--- src/sv/bqe_div_pipe.sv ---
// Pipelined restoring divider, one quotient bit per register stage.
// Requires num_i[DW+QW-1:QW] < den_i. Uses no package.
module bqe_div_pipe #(
  parameter int DW = 8,
  parameter int QW = 16,
  parameter int SW = 1
) (
  input  logic              clk_i,
  input  logic              rst_ni,
  input  logic              en_i,
  input  logic              valid_i,
  input  logic [DW+QW-1:0]  num_i,
  input  logic [DW-1:0]     den_i,
  input  logic [SW-1:0]     side_i,
  output logic              valid_o,
  output logic [QW-1:0]     quo_o,
  output logic [DW-1:0]     rem_o,
  output logic [SW-1:0]     side_o
);

  logic [QW-1:0] vld_q, vld_d;
  logic [DW-1:0] rem_q  [QW];
  logic [DW-1:0] rem_d  [QW];
  logic [DW-1:0] den_q  [QW];
  logic [DW-1:0] den_d  [QW];
  logic [QW-1:0] low_q  [QW];
  logic [QW-1:0] low_d  [QW];
  logic [QW-1:0] quo_q  [QW];
  logic [QW-1:0] quo_d  [QW];
  logic [SW-1:0] side_q [QW];
  logic [SW-1:0] side_d [QW];

  always_comb begin
    logic [DW-1:0] r;
    logic [DW-1:0] d;
    logic [QW-1:0] n;
    logic [QW-1:0] q;
    logic [DW:0]   trial;
    logic          ge;
    for (int k = 0; k < QW; k++) begin
      if (k == 0) begin
        r = num_i[DW+QW-1:QW];
        n = num_i[QW-1:0];
        q = '0;
        d = den_i;
        side_d[k] = side_i;
        vld_d[k] = valid_i;
      end else begin
        r = rem_q[k-1];
        n = low_q[k-1];
        q = quo_q[k-1];
        d = den_q[k-1];
        side_d[k] = side_q[k-1];
        vld_d[k] = vld_q[k-1];
      end
      trial = {r, n[QW-1]};
      ge = (trial >= {1'b0, d});
      rem_d[k] = ge ? DW'(trial - {1'b0, d}) : trial[DW-1:0];
      low_d[k] = {n[QW-2:0], 1'b0};
      quo_d[k] = {q[QW-2:0], ge};
      den_d[k] = d;
    end
  end

  always_ff @(posedge clk_i or negedge rst_ni) begin
    if (!rst_ni) begin
      vld_q <= '0;
    end else if (en_i) begin
      vld_q <= vld_d;
    end
  end

  always_ff @(posedge clk_i) begin
    if (en_i) begin
      for (int k = 0; k < QW; k++) begin
        rem_q[k]  <= rem_d[k];
        den_q[k]  <= den_d[k];
        low_q[k]  <= low_d[k];
        quo_q[k]  <= quo_d[k];
        side_q[k] <= side_d[k];
      end
    end
  end

  assign valid_o = vld_q[QW-1];
  assign quo_o   = quo_q[QW-1];
  assign rem_o   = rem_q[QW-1];
  assign side_o  = side_q[QW-1];

endmodule

--- config.mk ---
export PLATFORM = sky130hd
export DESIGN_NAME = bqe_div_pipe
export DESIGN_NICKNAME = d
export VERILOG_FILES = /design/src/sv/bqe_div_pipe.sv
export SDC_FILE = /design/constraint.sdc
export NUM_CORES = 1
export LEC_CHECK = 0
export BUFFER_PORTS_ARGS = -buffer_cell sky130_fd_sc_hd__buf_2
export CORE_AREA = 2 2 209 211
export CTS_CLUSTER_DIAMETER = 30
export DETAILED_ROUTE_END_ITERATION = 10
export DIE_AREA = 0 0 211 213
export PLACE_DENSITY_LB_ADDON = 0.12
export SYNTH_ARGS = -nofsm -noshare
export SYNTH_HDL_FRONTEND = slang
export SYNTH_SLANG_ARGS = --single-unit
--- constraint.sdc ---
create_clock -name clk_i -period 2.1 [get_ports clk_i]
set_input_delay 0.42 -clock clk_i [delete_from_list [all_inputs] [get_ports clk_i]]
set_output_delay 0.42 -clock clk_i [all_outputs]
set_load 0.005 [all_outputs]
==> results of run 1 <==
==> routing by layer <==
layer,vias up,wire length (um),share of wire [%]
met5,-,0,0
met4,0,1056,2.4
met3,89,1684,3.9
met2,312,21590,50
met1,6937,18880,44
li1,6943,-,-
==> area by class of cell <==
class                      count  share of cell area (%)
timing repair buffer         338                   8.597
inverter                     172                   2.034
tap                          546                   2.152
clock buffer                 121                   8.530
clock inverter                77                   2.633
multi-input combinational    890                   25.60
sequential                   536                   50.45
==> final timing paths <==
kind / startpoint / end / slack (ns)
min reg2reg: quo_q[1][89] / quo_q[1][106] / 0.40
max in group asynchronous: rst_ni / vld_q[9] / 1.61
max reg2reg: rem_q[1][37] / rem_q[1][47] / -0.009
min in group asynchronous: rst_ni / vld_q[15] / 0.23
max: rem_q[1][37] / rem_q[1][47] / -0.009
min: den_i[2] / den_q[0][2] / 0.07
==> cell usage after synthesis (16+ instances only) <==
library cell	number	area [um2]
a21o_1	18	135.1
a21oi_1	82	410.4
and2_1	17	106.4
dfrtp_1	16	400.4
edfxtp_1	520	15610
fa_1	16	320.3
ha_1	128	1602
inv_1	172	645.6
mux2_2	56	630.6
mux2i_1	20	200.2
nand2_1	88	330.3
nand2b_1	22	137.6
nand3_1	22	110.1
nor2_1	36	135.1
nor2b_1	26	162.7
nor3_1	16	80.08
o21a_1	27	202.7
o21ai_0	120	600.6
o31ai_1	16	120.1
xnor2_1	24	210.2
xor2_1	24	210.2
==> registers in the layout (all words and copies together), names as in the netlist <==
signal  flops
den_q     120
low_q     120
quo_q     136
rem_q     128
side_q     16
vld_q      16
==> report_power, final <==
part / leakage, nW / internal (mW) / total [mW] / switching (mW)
clock network: 1.70 / 10.6 / 16.1 / 5.58
logic: 5.54 / 7.39 / 13.9 / 6.51
registers: 5.26 / 14.4 / 15.4 / 1.05
total: 12.5 / 32.3 / 45.5 / 13.1
==> per-stage QoR <==
stage / setup WS [ns] / setup TNS [ns]
floorplan: -0.05896 / -0.1990
detailed placement: -0.1196 / -3.903
finish: -0.009472 / -0.009472
global placement: -0.2080 / -2.006
CTS: -0.01183 / -0.02520
global route: -0.08521 / -1.593
==> cell families (layout without fill, tap and decap cells) <==
family                   after synthesis  after routing  share of synthesized area (%)
XOR/XNOR                              48             48                          1.777
adder cells (fa/ha/maj)              144            144                          8.123
AO/OA/AOI/OAI                        343            343                          9.472
multiplexers                          76             76                          3.512
flip-flops                           536            536                          67.69
AND/OR/NAND/NOR                      279            279                          6.193
buffers and inverters                193            708                          3.231
==> what timing repair did <==
item / in CTS / in global routing
endpoints found under the hold margin: 40 / 0
hold buffers: 25 / 0
buffers inserted: 18 / 50
gates resized for setup: 80 / 223
pin swaps: 27 / 62
gates cloned: 2 / 1
setup endpoints to repair: 87 / 124
==> worst max-delay path, stage by stage (launching register included) <==
cell and delay (ns):
edfxtp_1 0.43, ha_4 0.31, and4_1 0.23, and2_4 0.16, a221oi_2 0.05, buf_4 0.16
buf_4 0.14, a31o_2 0.21, o22a_1 0.17
==> flow_summary.ini, run 1 <==
[sta]
worst_pin_slew_ns = 0.3771
worst_slack_ns = -0.009472
fmax_ghz = 0.4741
rsz0062_at_grt = yes
final_hold_viol_count = 0
whs_ns = 0.06573
fin_skew_ns = 0.02184
fin_crit_sh_pct = 100.5
period_needed_ns = 2.109
slew_headroom_pct = 74.63
drv_slew = 0
final-setup-viol-count = 1

[die]
die_area_um2 = 44940
coreArea_um2 = 42700
rows = 76
dieHeight_um = 213
ios = 63
initial_core_util_pct = 55.41
die_w_um = 211

[synthesis]
synth_seq_cells = 536
async_flop_share_pct = 2.985
synth_area_per_cell_um2 = 14.61
synth_edf_count = 520
synth_cell_types = 57
syn_nets = 1800
syn_inst = 1619
synth_flop_cell = edfxtp_1
ys_warn_count = 0
synth_area_um2 = 23660
ys_seq_area_share_pct = 67.69

[route]
initialDrtViolationCount = 939
route.detailed.wl_per_inst_um = 16.12
vias = 14280
drc = 0
drt-total-wl_um = 43210
via_per_inst = 5.329
drtAntennaViolNets = 0
first_pass_iters = 6

[clocking]
root_buffer = clkbuf_16
clk_latency_ns = 0.64
cts_buffers = 105
cts_tree = yes
clock_path_buffers = 3
htreeDepth = 3
clock_sinks = 536
clkSlewWorstSetupHoldPaths_ns = 0.05

[run_status]
status = finished with violations
violations = negative setup slack

[pwr]
total_power_mw = 45.47
power_density_nw_per_um2 = 1433
vdd_drop_max_mv = 0.8948
leakagePower_nw = 12.50

[final_layout]
nFillCells = 2596
diodes = 0
drive_above_1_share_pct = 35.85
stdcell_area_um2 = 31740
stdcell_count = 2680
regArea_um2 = 16020
fin_util_pct = 74.35
final_cell_mix = edfxtp_1, buf_4, inv_1, clkbuf_16, nand2_1
multiInputGateArea_um2 = 8127
final_common_cell = edfxtp_1
area_delta_synth_final_pct = 34.17
nNetsFinal = 2224

[flow_run]
max_cap_violations = 0

[worst_setup_path]
start_kind = flip-flop
crit_path_end_kind = flip-flop
path_class = reg2reg
crit_arrival_ns = 2.48
reg2regPathDepth = 8
crit_required_ns = 2.47
cp_max_fo = 4

[global_route]
antenna_found_initial = 0
grt-ovfl-total = 0
met2_usage_pct = 31.70
grtUsageMet3_pct = 4.162
busiest_layer = met2
grt.total_usage_pct = 18.87
grt_pass1_vias = 14330
grt_pass1_wl_um = 67850
grtUsageMet1_pct = 24.07
grt_max_degree = 66

[min_path]
worst_hold_path_type = in2reg
hold_path_depth = 2

[placed_design]
placed_cell_area_um2 = 26140
gp_congestion = 0.8717
dp.final_hpwl_um = 27220
portBuffers = 62
dpl.cell_count = 2388
(Power assumes the default switching activity.)
==> inputs of run 2 (changes only) <==
Settings changed: CAP_MARGIN from default to 0, CORE_AREA 2 2 209 211 to 2 2 200 202, DIE_AREA 0 0 211 213 to 0 0 202 204.
Clock period 2.1 ns to 2.3 ns, I/O delays scaled along.
==> run 2 against run 1 <==
The run now ends clean. Hold slack worse by 0.038 ns. Worst setup slack better by 0.078 ns. Via count decreased by 5.4%. Sequential share of layout area up 4.6 points. Die area fell by 8.3%. Register-to-register slack improved by 0.08 ns. Final cell count fell by 7.7%. Global-route usage is 1.1 points higher. Power decreased by 15%. Critical path depth fell by 1. Non-clock buffer count down 171. Sequential cell count did not move. Largest cell class unchanged.
==> flow_summary.ini, run 2 (synthesized netlist as in run 1, its figures left out) <==
[final_layout]
regArea_um2 = 16020
nFillCells = 2420
final_common_cell = edfxtp_1
largest-register = quo_q
diodes = 0
drive_above_1_share_pct = 22.01
final_cell_mix = edfxtp_1, inv_1, ha_1, o21ai_0, clkbuf_16
stdcell_count = 2474
area_delta_synth_final_pct = 23.05
largest_reg_flops = 136
nNetsFinal = 2047
multiInputGateArea_um2 = 6990
reg_top3 = quo_q: 136 flops, rem_q: 128 flops

[placed_design]
dp.final_hpwl_um = 26060
dp_slack_ns = -0.06529
dpl.cell_count = 2253
gp_congestion = 0.8783
portBuffers = 62

[worst_setup_path]
cp_max_fo = 3
crit_required_ns = 2.66
max_stage_delay_ns = 0.44
cp_cell_sequence = ha_1 -> fa_1 -> nor2b_1 -> o31a_1 -> or4_1 -> nand3_1 -> mux2_2
path_class = reg2reg
cp_slowest_cell = edfxtp_1
r2r_slack_ns = 0.07
start_kind = flip-flop
crit_path_end_kind = flip-flop
crit_arrival_ns = 2.59

[flow_run]
max_cap_violations = 0

[die]
die_w_um = 202
ios = 63
rows = 73
coreArea_um2 = 39180
dieHeight_um = 204
die_area_um2 = 41210
initial_core_util_pct = 60.38

[route]
via_per_inst = 5.462
initialDrtViolationCount = 806
first_pass_iters = 5
route.detailed.wl_per_inst_um = 16.28
drt-total-wl_um = 40290
drtAntennaViolNets = 0
vias = 13510
drc = 0

[clocking]
htreeDepth = 3
clkSlewWorstSetupHoldPaths_ns = 0.05
root_buffer = clkbuf_16
clock_sinks = 536
cts_tree = yes
cts_buffers = 99
clock_path_buffers = 3
clk_latency_ns = 0.63

[sta]
slew_headroom_pct = 66.58
fmax_ghz = 0.4481
final-setup-viol-count = 0
fin_tns_setup_ns = 0
drv_slew = 0
fin_skew_ns = 0.03052
worst_pin_slew_ns = 0.4961
fin_crit_sh_pct = 97.03
final_hold_viol_count = 0
period_needed_ns = 2.232
rsz0062_at_grt = yes
worst_slack_ns = 0.06821

[global_route]
grt_pass1_wl_um = 66450
grt_pass1_vias = 13910
antenna_found_initial = 0
grt.total_usage_pct = 19.99
grt-ovfl-total = 0
grt_max_degree = 76

[pwr]
total_power_mw = 38.44
vdd_drop_max_mv = 0.7716
power_density_nw_per_um2 = 1320
leakagePower_nw = 11.48

[min_path]
worst_hold_path_type = in2reg

[run_status]
status = finished, final reports clean
[run 2: worst max-delay path: cells and delay by family (launching register included)]
family	cells	cell delay (ns)
AND/OR/NAND/NOR	3	0.38
flip-flops	1	0.44
adder cells (fa/ha/maj)	2	0.68
AO/OA/AOI/OAI	1	0.20
multiplexers	1	0.26
[run 2: power breakdown]
part | total (mW) | switching (mW) | internal [mW] | leakage (nW)
logic | 9.82 | 5.09 | 4.72 | 4.53
clock network | 14.6 | 5.07 | 9.58 | 1.68
registers | 14.0 | 0.855 | 13.1 | 5.26
total | 38.4 | 11.0 | 27.4 | 11.5
[run 2: worst paths after layout]
path,from,end,depth (start not counted)
hold reg to reg,low_q[0][10],low_q[0][26],0
max in group asynchronous,rst_ni,vld_q[8],2
min in group asynchronous,rst_ni,vld_q[12],2
setup reg to reg,den_q[1][8],rem_q[1][22],7
setup / recovery,den_q[1][8],rem_q[1][22],7
hold / removal,den_i[4],den_q[0][4],1
[run 2: layout make-up]
type | count | share of cell area, %
Sequential cell | 536 | 55.01
Multi-Input combinational cell | 890 | 24.01
Clock buffer | 104 | 8.647
Timing Repair Buffer | 167 | 4.556
Clock inverter | 80 | 3.301
Tap cell | 525 | 2.256
Inverter | 172 | 2.218
[run 2: per-stage QoR]
stage,utilization [%],area (um2),hold WS (ns)
final,74.30,29110,0.02740
after floorplan,-,23660,0.1644
after CTS,73.72,28890,0.0001974
after global routing,74.30,29110,0.006620
after global placement,64.32,25200,0.3836
after detailed placement,64.32,25200,0.3873
[run 2: what timing repair did]
action	CTS	global route
endpoints found under the hold margin	29	0
hold buffers	14	0
cloned	0	3
resized for setup	4	25
pin swaps	3	13
buffers inserted	5	15
setup endpoints to repair	11	71
[run 2: per-layer routing]
metal | track usage [%] | part of all wire, % | up-vias
li1 | - | - | 6590
met1 | 25.06 | 43 | 6558
met2 | 34.28 | 50 | 296
met3 | 3.986 | 4.4 | 70
met4 | 8.193 | 2.4 | 0
met5 | 0 | 0 | -
==> inputs of run 3 (changes only) <==
Settings changed: CORE_AREA 2 2 200 202 to 2 2 247 249, DIE_AREA 0 0 202 204 to 0 0 249 251.
==> run 3 against run 2 <==
Worst setup slack got worse by 0.067 ns. Clock skew is 0.012 ns lower. Sequential share of layout area is 2.5 points lower. Critical path depth did not move. Design area up 4.8%. Clock-buffer cell count increased by 59. Maximum frequency fell by 2.9%. Critical endpoint is now rem_q[1][61]. Sequential power barely moved. Largest power group unchanged. Die area up 52%.
==> flow_summary.ini, run 3 (synthesized netlist as in run 1, its figures left out) <==
[worst_setup_path]
crit_path_end_kind = flip-flop
crit_path_start = rem_q[1][50]
r2r-start = rem_q[1][50]
timing.rr.end = rem_q[1][61]
crit_required_ns = 2.71
reg2regPathDepth = 7
crit_arrival_ns = 2.71
start_kind = flip-flop
cp_max_fo = 7
path_class = reg2reg
r2r_slack_ns = 0.0008
worstSetupEndpoint = rem_q[1][61]

[final_layout]
area_delta_synth_final_pct = 29.02
stdcell_count = 2810
nFillCells = 5016
multiInputGateArea_um2 = 7053
largest_reg_flops = 136
final_common_cell = edfxtp_1
stdcell_area_um2 = 30520
final_cell_mix = edfxtp_1, inv_1, clkbuf_16, ha_1, o21ai_0
largest-register = quo_q
regArea_um2 = 16020
drive_above_1_share_pct = 23.22
nNetsFinal = 2104
reg_top3 = quo_q: 136 flops, rem_q: 128 flops
diodes = 0

[route]
drc = 0
vias = 13490
drt-total-wl_um = 41560
drtAntennaViolNets = 0
first_pass_iters = 5
via_per_inst = 4.801
initialDrtViolationCount = 727
route.detailed.wl_per_inst_um = 14.79

[pwr]
power_density_nw_per_um2 = 1356
leakagePower_nw = 12.01
p_clk_share_pct = 41.9
vdd_drop_max_mv = 0.7343
switchingPower_mw = 11.30
combPwrFrac_pct = 24.4
internal-power_mw = 30.08
seq_power_share_pct = 33.7
p_sw_share_pct = 27.32

[clocking]
root_buffer = clkbuf_16
clock_sinks = 536
htreeDepth = 4
cts_tree = yes
cts_buffers = 130
clock_path_buffers = 3
clkSlewWorstSetupHoldPaths_ns = 0.04
clk_latency_ns = 0.68

[die]
dieHeight_um = 251
ios = 63
die_area_um2 = 62500
initial_core_util_pct = 39.57
die_w_um = 249
coreArea_um2 = 59790
rows = 90

[sta]
worst_pin_slew_ns = 0.6636
fin_crit_sh_pct = 99.97
final-setup-viol-count = 0
drv_slew = 0
rsz0062_at_grt = yes
period_needed_ns = 2.299
slew_headroom_pct = 55.29
final_hold_viol_count = 0
whs_ns = 0.1052
fin_skew_ns = 0.01847
fmax_ghz = 0.4349

[global_route]
grt_max_degree = 74
grt-ovfl-total = 0
grtUsageMet3_pct = 3.883
grtUsageMet1_pct = 17.16
antenna_found_initial = 0
grt_pass1_vias = 14080
busiest_layer = met2
grt_pass1_wl_um = 68720
grt.total_usage_pct = 13.70
met2_usage_pct = 21.26

[placed_design]
gp_congestion = 0.8362
portBuffers = 62
dp.final_hpwl_um = 27520
placed_cell_area_um2 = 25660
dpl.cell_count = 2532

[run_status]
status = finished, final reports clean

[min_path]
worst_hold_path_type = in2reg

[flow_run]
max_cap_violations = 0
## run 3: cell types whose count changed in the layout (fill, tap and decap cells not counted), moves of 4 or more
| cell | change |
|---|---|
| clkbuf_1 | +20 |
| inv_8 | -6 |
| inv_6 | -11 |
| clkinv_1 | +16 |
| dlygate4sd3_1 | +12 |
| clkbuf_16 | +38 |
| mux2_4 | +5 |
| buf_6 | +4 |
| clkinv_4 | -9 |
| buf_4 | +12 |
| mux2_2 | -5 |
| clkinv_2 | +8 |
| clkinv_8 | -4 |
## run 3: worst max-delay path, stage by stage (launching register included)
cell,delay [ns]
edfxtp_1,0.43
ha_4,0.27
a21o_1,0.20
a21oi_4,0.22
a31oi_4,0.12
nor4_4,0.31
buf_6,0.19
mux2_4,0.30
## run 3: layer usage
| layer | up-vias | routed length [um] |
|---|---|---|
| met5 | - | 0 |
| met4 | 0 | 1520 |
| met3 | 110 | 1720 |
| met2 | 250 | 19330 |
| met1 | 6392 | 19000 |
| li1 | 6738 | - |
## run 3: power groups by stage
stage                     Clock (mW)  Sequential, mW  Combinational, mW
final                           17.3            13.9               10.1
after global routing            18.3            14.1               11.4
after CTS                       17.8            14.0               9.58
after detailed placement           0            14.1               9.44
after global placement             0            14.1               9.27
after floorplan                    0            13.7               6.97
## run 3: layout make-up
cell class	count	area share, %
Timing Repair Buffer	193	5.091
Sequential cell	536	52.47
Clock buffer	163	11.65
Tap cell	782	3.205
Inverter	172	2.115
Clock inverter	74	2.361
Multi-Input combinational cell	890	23.11
## run 3: stage by stage
step	worst slack [ns]	TNS (ns)	utilization, %	power, mW
detailed placement	-0.02862	-0.1186	42.92	23.54
global placement	0.05459	0	42.92	23.35
CTS	0.003856	0	50.53	41.29
floorplan	0.1217	0	-	20.72
finish	0.0007625	0	51.05	41.38
global route	-0.08097	-0.5135	51.05	43.81
## run 3: worst min path at each step
stage | slack, ns | end | cells past startpoint | start
global route | 0.09 | rem_q[0][4] | 3 | num_i[19]
CTS | 0.03 | rem_q[0][6] | 3 | num_i[21]
global placement | 0.39 | vld_q[15] | 1 | rst_ni
floorplan | 0.16 | vld_q[0] | 0 | rst_ni
detailed placement | 0.39 | vld_q[15] | 1 | rst_ni
finish | 0.11 | rem_q[0][6] | 3 | num_i[21]
## run 3: what timing repair did
action,CTS,global route
setup endpoints to repair,14,76
buffers inserted,0,13
pin swaps,1,20
endpoints found under the hold margin,41,0
gates resized for setup,2,49
hold buffers,26,0
cloned,0,2
